<file path="src/design/mm_pkg.sv">
// Shared types and codes for the matrix multiply block.
// No dependencies; used by mm_cell and matrix_multiply.
`default_nettype none

package mm_pkg;

  // Input mode codes
  localparam logic [1:0] MODE_LOAD_A  = 2'd0;
  localparam logic [1:0] MODE_LOAD_B  = 2'd1;
  localparam logic [1:0] MODE_COMPUTE = 2'd2;

  // Configuration register indexes
  localparam logic [1:0] REG_ROW_COUNT   = 2'd0;
  localparam logic [1:0] REG_INNER_COUNT = 2'd1;
  localparam logic [1:0] REG_COL_COUNT   = 2'd2;

  localparam int unsigned ACC_W  = 40;
  localparam int unsigned ELEM_W = 16;
  localparam int unsigned PROD_W = 32;

  // Token passed from cell to cell: one product element in flight
  typedef struct packed {
    logic                    vld;
    logic                    last;
    logic [2:0]              row;
    logic [2:0]              col;
    logic signed [ACC_W-1:0] acc;
  } mm_tok_t;

  typedef enum logic [1:0] {
    ST_IDLE,
    ST_ISSUE,
    ST_DRAIN
  } mm_state_t;

endpackage

`default_nettype wire

</file>
<file path="src/design/mm_ram.sv">
// Generic single-write, single-read RAM with registered, enabled read.
// No dependencies.
`default_nettype none

module mm_ram #(
  parameter int unsigned WIDTH = 16,
  parameter int unsigned DEPTH = 8
) (
  input  wire logic                     clk,
  input  wire logic                     we,
  input  wire logic [$clog2(DEPTH)-1:0] waddr,
  input  wire logic [WIDTH-1:0]         wdata,
  input  wire logic                     re,
  input  wire logic [$clog2(DEPTH)-1:0] raddr,
  output logic      [WIDTH-1:0]         rdata
);

  logic [WIDTH-1:0] mem [DEPTH];

  always_ff @(posedge clk) begin
    if (we) begin
      mem[waddr] <= wdata;
    end
    if (re) begin
      rdata <= mem[raddr];
    end
  end

endmodule

`default_nettype wire

</file>
<file path="src/design/mm_cell.sv">
// One multiply-accumulate cell of the chain: holds column k of A and row k of B.
// Depends on mm_pkg and mm_ram.
`default_nettype none

module mm_cell #(
  parameter int unsigned DIM = 8
) (
  input  wire logic                   clk,
  input  wire logic                   rst_n,
  input  wire logic                   adv,
  input  wire logic                   active,
  input  wire logic                   a_we,
  input  wire logic [$clog2(DIM)-1:0] a_waddr,
  input  wire logic                   b_we,
  input  wire logic [$clog2(DIM)-1:0] b_waddr,
  input  wire logic [mm_pkg::ELEM_W-1:0] wdata,
  input  wire mm_pkg::mm_tok_t        tok_in,
  output mm_pkg::mm_tok_t             tok_out
);

  localparam int unsigned AW = $clog2(DIM);

  logic [mm_pkg::ELEM_W-1:0]        a_q;
  logic [mm_pkg::ELEM_W-1:0]        b_q;
  logic signed [mm_pkg::PROD_W-1:0] prod_r;
  logic signed [mm_pkg::PROD_W-1:0] prod_nxt;
  mm_pkg::mm_tok_t                  tok1_r;
  mm_pkg::mm_tok_t                  tok2_r;
  mm_pkg::mm_tok_t                  tok_out_r;
  mm_pkg::mm_tok_t                  tok_out_nxt;

  // A(r,k) at address r
  mm_ram #(.WIDTH(mm_pkg::ELEM_W), .DEPTH(DIM)) u_a_ram (
    .clk   (clk),
    .we    (a_we),
    .waddr (a_waddr),
    .wdata (wdata),
    .re    (adv),
    .raddr (AW'(tok_in.row)),
    .rdata (a_q)
  );

  // B(k,c) at address c
  mm_ram #(.WIDTH(mm_pkg::ELEM_W), .DEPTH(DIM)) u_b_ram (
    .clk   (clk),
    .we    (b_we),
    .waddr (b_waddr),
    .wdata (wdata),
    .re    (adv),
    .raddr (AW'(tok_in.col)),
    .rdata (b_q)
  );

  assign prod_nxt = $signed(a_q) * $signed(b_q);

  always_comb begin
    tok_out_nxt = tok2_r;
    if (active) begin
      tok_out_nxt.acc = tok2_r.acc + mm_pkg::ACC_W'(prod_r);
    end
  end

  always_ff @(posedge clk) begin
    if (!rst_n) begin
      tok1_r.vld    <= 1'b0;
      tok2_r.vld    <= 1'b0;
      tok_out_r.vld <= 1'b0;
    end else if (adv) begin
      tok1_r    <= tok_in;
      tok2_r    <= tok1_r;
      prod_r    <= prod_nxt;
      tok_out_r <= tok_out_nxt;
    end
  end

  assign tok_out = tok_out_r;

endmodule

`default_nettype wire
</file>
<file path="config.mk">
export PLATFORM = sky130hd
export DESIGN_NAME = mm_cell
export DESIGN_NICKNAME = d
export VERILOG_FILES = /design/src/design/mm_pkg.sv /design/src/design/mm_ram.sv /design/src/design/mm_cell.sv
export SDC_FILE = /design/constraint.sdc
export NUM_CORES = 1
export LEC_CHECK = 0
export ABC_CLOCK_PERIOD_IN_PS = 9500
export BUFFER_PORTS_ARGS = -buffer_cell sky130_fd_sc_hd__buf_4
export CAP_MARGIN = 5
export CORE_MARGIN = 2
export CORE_UTILIZATION = 55
export CTS_CLUSTER_SIZE = 8
export DETAILED_ROUTE_END_ITERATION = 12
export PLACE_DENSITY = 0.75
export SLEW_MARGIN = 20
export SYNTH_ARGS = -nofsm -noshare
export SYNTH_HDL_FRONTEND = slang
export SYNTH_SLANG_ARGS = --single-unit
</file>
<file path="constraint.sdc">
create_clock -name clk -period 9.5 [get_ports clk]
set_input_delay 0.95 -clock clk [delete_from_list [all_inputs] [get_ports clk]]
set_output_delay 0.95 -clock clk [all_outputs]
set_load 0.01 [all_outputs]
</file>
==> results of run 1 <==
cells in the mapped netlist (31+ instances only):
| master | number |
|---|---|
| xnor2_1 | 44 |
| ha_1 | 121 |
| a21oi_1 | 55 |
| o21ai_0 | 31 |
| and2_1 | 131 |
| fa_1 | 263 |
| mux2_2 | 58 |
| mux4_2 | 64 |
| inv_1 | 305 |
| clkbuf_1 | 50 |
| nor2_1 | 61 |
| edfxtp_1 | 461 |
| nand2_1 | 158 |
worst paths after layout:
check                     from          end  slack (ps)  depth (start not counted)
min                 tok2_r[42]  tok_out[42]         410                          0
max          u_a_ram.rdata[15]   prod_r[30]        2940                         20
max reg2reg  u_a_ram.rdata[15]   prod_r[30]        2940                         20
min reg2reg         tok2_r[42]  tok_out[42]         410                          0
routing by layer:
| layer | vias to the layer above | track usage (%) | wire, um |
|---|---|---|---|
| met5 | - | 0 | 0 |
| met4 | 0 | 8.65 | 1710 |
| met3 | 132 | 4.69 | 3670 |
| met2 | 627 | 39.2 | 29500 |
| met1 | 8224 | 29.4 | 24000 |
| li1 | 7322 | - | - |
area by class of cell:
class / instances / area (sq um)
Fill cell: 3669 / 19300
Sequential cell: 464 / 13900
Multi-Input combinational cell: 1218 / 13100
Clock buffer: 76 / 1750
Inverter: 306 / 1150
Timing Repair Buffer: 125 / 938
Tap cell: 680 / 851
Clock inverter: 7 / 173
registers in the layout, summed over array words and instances (netlist names):
| register | count |
|---|---|
| u_b_ram.rdata | 16 |
| u_a_ram.mem | 128 |
| prod_r | 32 |
| tok2_r | 48 |
| u_b_ram.mem | 128 |
| tok_out | 48 |
| u_a_ram.rdata | 16 |
| tok1_r | 48 |
critical path: cells and delay by family, from the launching register on:
kind	cells	cell delay (ps)
DFF	1	680
buffers and inverters	3	260
AOI/OAI and AO/OA	6	1150
adders and majority gates	7	3710
xor gates and xnor gates	1	160
and+or+nand+nor	3	340
through the flow:
stage	instances	setup WS (ps)	instance area [sq um]	util, %
floorplan	2054	3440	28400	-
global placement	2793	3130	30000	58.5
detailed placement	2793	2950	30000	58.5
CTS	2876	2960	31900	62.3
global route	2876	2510	31900	62.3
finish	2876	2940	31900	62.3
layout by cell type, fill, tap and decap left out, types with 25 or more instances in the layout:
cell       count
a21o_1        25
a21oi_1       55
and2_1       130
buf_4        125
clkbuf_16     69
edfxtp_1     461
fa_1         263
ha_1         121
inv_1        305
mux2_2        58
mux4_2        64
nand2_1      158
nand3_1       25
nor2_1        49
o21ai_0       31
xnor2_1       44
kinds of logic (layout without fill, tap and decap cells):
family | after synthesis | count (layout) | synth area share (%)
DFF | 464 | 464 | 48.9
buffers and inverters | 372 | 514 | 5.11
adders and majority gates | 384 | 384 | 23.9
and+or+nand+nor | 444 | 444 | 7.77
AOI/OAI and AO/OA | 199 | 199 | 4.76
xor gates and xnor gates | 62 | 62 | 1.91
muxes | 129 | 129 | 7.64
==> run_results.csv, run 1 <==
group,metric,value,unit
synthesis,syn_area,0.0284,sq mm
critical_path,path_common_cell,"fa_1",
synthesis,postSynth.asyncResetShare,0,%
critical_path,path_class,"reg2reg",
clocking,post_cts_resized,0,
synthesis,synthDistinctLibCells,70,
drt,antenna_left,0,
clocking,cts_made_buffers,68,
synthesis,synth-seq-area-share,48.9,%
synthesis,yosysWarningCount,0,
drt,post-route-drc-count,0,
synthesis,ys_ff_latch,464,
sta,clock_skew,20.0,ps
final_layout,syn2layout_area_growth,12.3,%
synthesis,synth_ff_type,"edfxtp_1",
placed_design,gp_congestion,0.960,
clocking,htreeDepth,3,
clocking,cts_root_buf,"clkbuf_16",
floorplanning,initial_core_util,55.5,%
critical_path,cp_cell_sequence,"nand2_1 -> inv_1 -> fa_1 -> fa_1 -> fa_1 -> fa_1 -> fa_1 -> inv_1 -> fa_1 -> inv_1 -> ha_1 -> a21oi_1 -> nor2_1 -> o21ai_0 -> nand2b_1 -> a21oi_1 -> o21ai_0 -> a311oi_1 -> a22oi_1 -> xor2_1",
critical_path,critPathLaunchType,"register",
synthesis,syn_avg_cell_area,13.8,sq um
critical_path,worstPathMaxFanout,16,
clocking,cts_tree,"yes",
drt,wirelength,58900,um
final_layout,diodes,0,
global_route,grt_pass1_wl,95100,um
clocking,clk_path_buf_depth,3,
clocking,cts_hold_buf,0,
clocking,cts.sinks,464,
global_route,antenna_found_initial,0,
global_route,grt_pass1_vias,17663,
global_route,grt_usage,23.1,%
final_layout,layout.nets,2643,
clocking,post_cts_buffers,0,
placed_design,portBuffers,123,
drt,wl_per_cell,20.5,um
clocking,clkTransAtPathRegs,50,ps
floorplanning,rows,83,
sta,max_freq,0.152,GHz
sta,rsz0062_at_grt,"no",
synthesis,yosys.area.top_type_share,48.7,%
sta,hold_viol,0,
critical_path,endpoint_kind,"register",
floorplanning,pin_count,124,
critical_path,cp_slowest_cell,"fa_1",
critical_path,worstPathRequired,9840,ps
synthesis,syn_inst,2054,
sta,drv_slew,0,
critical_path,arrival,6900,ps
sta,fin_setup_tns,0,ps
sta,min_period,6560,ps
drt,first_pass_iters,6,
outcome,outcome,"completed",
synthesis,yosysTopAreaCell,"edfxtp_1",
sta,worst_slew_pin_slew,1130,ps
synthesis,synth-edff-count,461,
sta,max-slew-margin-rel,24.7,%
placed_design,dp_hpwl,40500,um
critical_path,crit_path_max_incr_delay,820,ps
drt,routed_via_density,5.67,
synthesis,synth_area_leaders,"edfxtp_1 (49%), fa_1 (19%), ha_1 (5.3%), mux4_2 (5.1%), inv_1 (4.0%)",
drt,drt_iter0_markers,1251,
final_layout,drive_gt1_share,16.3,%
floorplanning,die_area,0.0535,sq mm
floorplanning,core,0.0512,sq mm
floorplanning,die-width,231,um
sta,timing.final.crit_share,69.0,%
global_route,overflow,0,
floorplanning,fp.dieH,231,um
run,maxCapViolations,0,
global_route,grt_max_degree,64,
sta,hold_slack,414,ps
hold_path,worstHoldPathType,"reg2reg",
sta,setup_viol,0,
clocking,clk_latency,610,ps
synthesis,syn_nets,2514,
drt,dr_total_vias,16305,
Power of run 1 is left out: the tool's default activity adds up to more than one toggle a clock period on the data nets, which glitch-free logic cannot reach.
==> run 2, diff against run 1 <==
Settings changed: ABC_CLOCK_PERIOD_IN_PS 9500 to 5600, PLACE_DENSITY 0.75 to 0.78.
Clock period 9.5 ns to 5.6 ns, I/O delays scaled along.
==> run 2 against run 1 <==
Effect of this change: the run now ends with negative setup slack left; sequential cell count unchanged; register-to-register slack got worse by 3200 ps; cell area increased by 7.0%; utilization increased by 4.4 points; maximum frequency increased by 12%; clock skew about the same; via count increased by 5.6%; die area unchanged; first-iteration DRC count decreased by 15%; worst setup slack got worse by 3200 ps; critical path depth increased by 3; global-route usage increased by 1.2 points.
==> run_results.csv, run 2 (synthesized netlist as in run 1, its figures left out) <==
group,metric,value,unit
critical_path,worstPathRequired,5950,ps
sta,postLayoutSetupSlackWorst,-237,ps
sta,hold_viol,0,
final_layout,stdcell_count,3071,
critical_path,r2r_end,"prod_r[31]",
drt,antenna_left,0,
placed_design,dp_slack,-396,ps
drt,routed_via_density,5.61,
critical_path,path_buf_inv,6,
clocking,cts_tree,"yes",
global_route,antenna_found_initial,0,
sta,worst_slew_pin_slew,1080,ps
critical_path,critPathLaunchType,"register",
final_layout,diodes,0,
critical_path,cp_cell_sequence,"buf_6 -> buf_6 -> and2_4 -> fa_1 -> inv_2 -> fa_2 -> fa_2 -> inv_2 -> fa_2 -> fa_1 -> inv_1 -> fa_1 -> inv_2 -> ha_4 -> nand3_2 -> nand2_2 -> a21oi_2 -> nor2_1 -> a21oi_2 -> a211o_1 -> a31oi_2 -> mux2i_1 -> o311ai_1",
drt,drt_iter0_markers,1069,
clocking,cts_root_buf,"clkbuf_16",
final_layout,syn2layout_area_growth,20.1,%
floorplanning,initial_core_util,55.5,%
drt,dr_total_vias,17219,
critical_path,critical_path.top_delay_family,"adder cells",
drt,post-route-drc-count,0,
final_layout,final_common_cell,"edfxtp_1",
critical_path,timing.rr.start,"u_b_ram.rdata[4]",
global_route,grt_usage,24.3,%
floorplanning,core,0.0512,sq mm
hold_path,holdPathEnd,"tok1_r[26]",
sta,timing.final.crit_share,104,%
sta,rsz0062_at_grt,"yes",
sta,max-slew-margin-rel,27.8,%
floorplanning,die-width,231,um
final_layout,layout.nets,2835,
final_layout,drive_gt1_share,27.7,%
critical_path,cp_slowest_cell,"fa_2",
run,maxCapViolations,0,
sta,clock_skew,19.5,ps
hold_path,worstHoldStart,"tok_in[26]",
placed_design,dpl_cell_area,0.0311,sq mm
global_route,grt_pass1_vias,18724,
critical_path,arrival,6190,ps
hold_path,hold_depth,1,
outcome,outcome,"finished with violations",
critical_path,endpoint_kind,"register",
sta,max_freq,0.171,GHz
clocking,clk_path_buf_depth,3,
global_route,overflow,0,
sta,min_period,5840,ps
floorplanning,rows,83,
placed_design,dp_hpwl,42000,um
drt,wl_per_cell,20.7,um
clocking,cts_made_buffers,68,
drt,first_pass_iters,5,
final_layout,fillers,3420,
placed_design,portBuffers,123,
clocking,cts.sinks,464,
critical_path,reg2reg_setup_slack,-240,ps
sta,drv_slew,0,
placed_design,gp_congestion,0.896,
hold_path,worstHoldPathType,"in2reg",
sta,fin_setup_tns,-1510,ps
floorplanning,die_area,0.0535,sq mm
sta,setup_viol,13,
clocking,clkTransAtPathRegs,50,ps
critical_path,worstRegToRegCells,23,
drt,wirelength,63500,um
outcome,violations,"negative setup slack",
clocking,clk_latency,610,ps
critical_path,path_class,"reg2reg",
global_route,grt_pass1_wl,101000,um
final_layout,largest_registers,"u_a_ram.mem (128), u_b_ram.mem (128)",
critical_path,worstPathMaxFanout,6,
final_layout,final_area,0.0341,sq mm
clocking,htreeDepth,3,
global_route,grt_max_degree,71,
final_layout,final_cell_mix,"edfxtp_1 (461), inv_1 (291), buf_4 (282), fa_1 (248), nand2_1 (147)",
critical_path,crit_path_max_incr_delay,570,ps
floorplanning,fp.dieH,231,um
placed_design,place_inst,2927,
floorplanning,pin_count,124,
run 2: cell count changes in the layout (fill, tap and decap cells not counted), sizes merged:
cell	delta
buf	+191
clkbuf	+4
inv	+1
bufinv	-1
run 2: how the worst max path moves through the flow:
stage	start	to	cells after the start
global placement	u_a_ram.rdata[7]	prod_r[24]	20
detailed placement	u_a_ram.rdata[8]	prod_r[30]	21
CTS	u_b_ram.rdata[4]	prod_r[31]	23
floorplan	u_b_ram.rdata[2]	prod_r[31]	21
finish	u_b_ram.rdata[4]	prod_r[31]	23
global route	u_b_ram.rdata[5]	prod_r[31]	20
run 2: per-stage QoR:
step / utilization [%] / hold slack [ps]
CTS: 65.7 / 89.5
floorplan: - / 400
finish: 66.6 / 122
global route: 66.6 / 98.3
global placement: 60.7 / 401
detailed placement: 60.7 / 405
run 2: layout make-up:
type                       instances  area (sq um)  share of cell area, %
sequential                       464         13900                   40.7
multi-input combinational       1218         13700                   40.3
timing repair buffer             317          2550                   7.48
clock buffer                      79          1790                   5.23
inverter                         306          1150                   3.37
tap                              680           851                   2.49
clock inverter                     7           139                  0.407
run 2: repair_timing:
action,4_1_cts,5_1_grt
setup buffers,40,20
gates cloned,0,0
pin swaps,39,42
hold buffers,0,0
gates resized for setup,74,80
setup endpoints to repair,16,18
endpoints found under the hold margin,0,0
run 2: routing by layer:
metal	global-route usage, %	vias up	wire (um)
met5	0	-	0
met4	8.77	0	1950
met3	3.84	148	3040
met2	43.1	557	33000
met1	30.3	8799	25500
li1	-	7715	-
Power of run 2 is left out for the same reason.
==> run 3, diff against run 2 <==
Settings changed: CORE_ASPECT_RATIO set to 1.25.
==> run 3 against run 2 <==
Effect of this change: the flow still finishes with violations (negative setup slack); register-to-register slack worse by 40 ps; count of clock-buffer cells in the layout rose by 1; worst setup slack worse by 40 ps; critical path depth decreased by 3; via count down 1.0%; utilization shrank 0.83 points; maximum frequency shrank 0.67%; routed wire length is 1.6% lower; non-clock buffer count down 12; cell count down 0.85%; die area about the same; clock skew is 20 ps higher.
==> run_results.csv, run 3 (synthesized netlist as in run 1, its figures left out) <==
group,metric,value,unit
final_layout,stdcell_count,3045,
critical_path,endpoint_kind,"register",
hold_path,worstHoldPathType,"in2reg",
drt,post-route-drc-count,0,
sta,max-slew-margin-rel,23.0,%
critical_path,startpoint,"u_a_ram.rdata[15]",
drt,routed_via_density,5.60,
global_route,grt_max_degree,77,
critical_path,reg2reg_setup_slack,-280,ps
sta,clock_skew,39.9,ps
drt,wl_per_cell,20.5,um
run,maxCapViolations,0,
floorplanning,die-width,207,um
final_layout,layout.nets,2823,
floorplanning,pin_count,124,
global_route,grt_pass1_vias,19060,
floorplanning,initial_core_util,55.4,%
final_layout,drive_gt1_share,26.8,%
critical_path,r2r_end,"prod_r[31]",
critical_path,arrival,6210,ps
critical_path,worstRegToRegCells,20,
clocking,cts_root_buf,"clkbuf_16",
placed_design,dp_hpwl,43400,um
global_route,grt_pass1_wl,99700,um
critical_path,timing.rr.start,"u_a_ram.rdata[15]",
final_layout,syn2layout_area_growth,18.9,%
critical_path,crit_path_max_incr_delay,620,ps
clocking,htreeDepth,3,
floorplanning,rows,93,
critical_path,cp_slowest_cell,"fa_2",
global_route,overflow,0,
sta,timing.final.crit_share,105,%
floorplanning,fp.dieH,258,um
sta,rsz0062_at_grt,"yes",
global_route,grt_usage,23.8,%
placed_design,place_inst,2918,
drt,dr_total_vias,17043,
clocking,cts_made_buffers,68,
sta,setup_viol,9,
drt,antenna_left,0,
drt,wirelength,62400,um
clocking,clk_path_buf_depth,3,
outcome,outcome,"finished with violations",
sta,max_freq,0.170,GHz
global_route,antenna_found_initial,0,
sta,drv_slew,0,
critical_path,worstPathMaxFanout,7,
placed_design,gp_congestion,0.926,
final_layout,largest_registers,"u_a_ram.mem (128), u_b_ram.mem (128)",
critical_path,worstPathRequired,5940,ps
placed_design,dp_slack,-561,ps
final_layout,diodes,0,
final_layout,final_cell_mix,"edfxtp_1 (461), inv_1 (288), buf_4 (280), fa_1 (245), nand2_1 (152)",
clocking,cts_hold_buf,0,
sta,worst_slew_pin_slew,1150,ps
clocking,clk_latency,610,ps
clocking,cts.sinks,464,
final_layout,final_common_cell,"edfxtp_1",
drt,first_pass_iters,6,
sta,postLayoutSetupSlackWorst,-276,ps
placed_design,portBuffers,123,
clocking,cts_tree,"yes",
critical_path,path_class,"reg2reg",
floorplanning,core,0.0513,sq mm
sta,min_period,5880,ps
critical_path,cp_cell_sequence,"buf_6 -> nand2_4 -> inv_2 -> fa_2 -> buf_6 -> fa_1 -> fa_2 -> fa_2 -> fa_1 -> inv_1 -> fa_1 -> inv_2 -> ha_4 -> nand2_4 -> nor2_4 -> nand3_4 -> a211o_1 -> a31oi_2 -> mux2i_1 -> o311ai_1",
outcome,violations,"negative setup slack",
critical_path,critPathLaunchType,"register",
drt,drt_iter0_markers,1100,
sta,hold_viol,0,
critical_path,endpoint,"prod_r[31]",
floorplanning,die_area,0.0535,sq mm
clocking,clkTransAtPathRegs,50,ps
## run 3: cell type report
type / instances / area (sq um)
timing repair buffer: 305 / 2390
clock inverter: 7 / 110
inverter: 306 / 1150
multi-input combinational: 1218 / 13600
tap: 665 / 832
fill: 3432 / 17500
clock buffer: 80 / 1790
sequential: 464 / 13900
## run 3: how the worst min path moves through the flow
stage	slack (ps)	to	from	depth (start not counted)
after floorplan	400	tok2_r[0]	tok1_r[0]	0
after global placement	400	tok2_r[40]	tok1_r[40]	0
after detailed placement	400	tok2_r[15]	tok1_r[15]	0
after CTS	100	tok1_r[36]	tok_in[36]	1
after global routing	110	tok1_r[28]	tok_in[28]	1
final	120	tok1_r[36]	tok_in[36]	1
## run 3: timing repair
item | 4_1_cts | 5_1_grt
pin swaps | 34 | 32
endpoints found under the setup margin | 15 | 18
setup buffers | 27 | 14
gates resized for setup | 63 | 63
## run 3: worst max-delay path, delay by kind of cell (launching register included)
family / cells / cell delay (ps)
buffers and inverters: 5 / 440
and+or+nand+nor: 4 / 360
muxes: 1 / 220
DFF: 1 / 520
AOI/OAI and AO/OA: 3 / 690
adders and majority gates: 7 / 3370
## run 3: per-layer routing
metal  track usage, %  routed length, um
met5                0                  0
met4             9.60               1790
met3             4.16               3150
met1             27.4              23500
met2             44.1              34000
## run 3: stage by stage
stage | hold WS, ps | instance area (sq um) | util, % | TNS, ps
finish | 124 | 33800 | 65.8 | -1730
global route | 108 | 33800 | 65.8 | -4550
CTS | 98.0 | 33500 | 65.2 | -1030
global placement | 401 | 31100 | 60.6 | -2240
floorplan | 400 | 28600 | - | -78.9
detailed placement | 405 | 31100 | 60.6 | -4330
Power of run 3 is left out for the same reason.
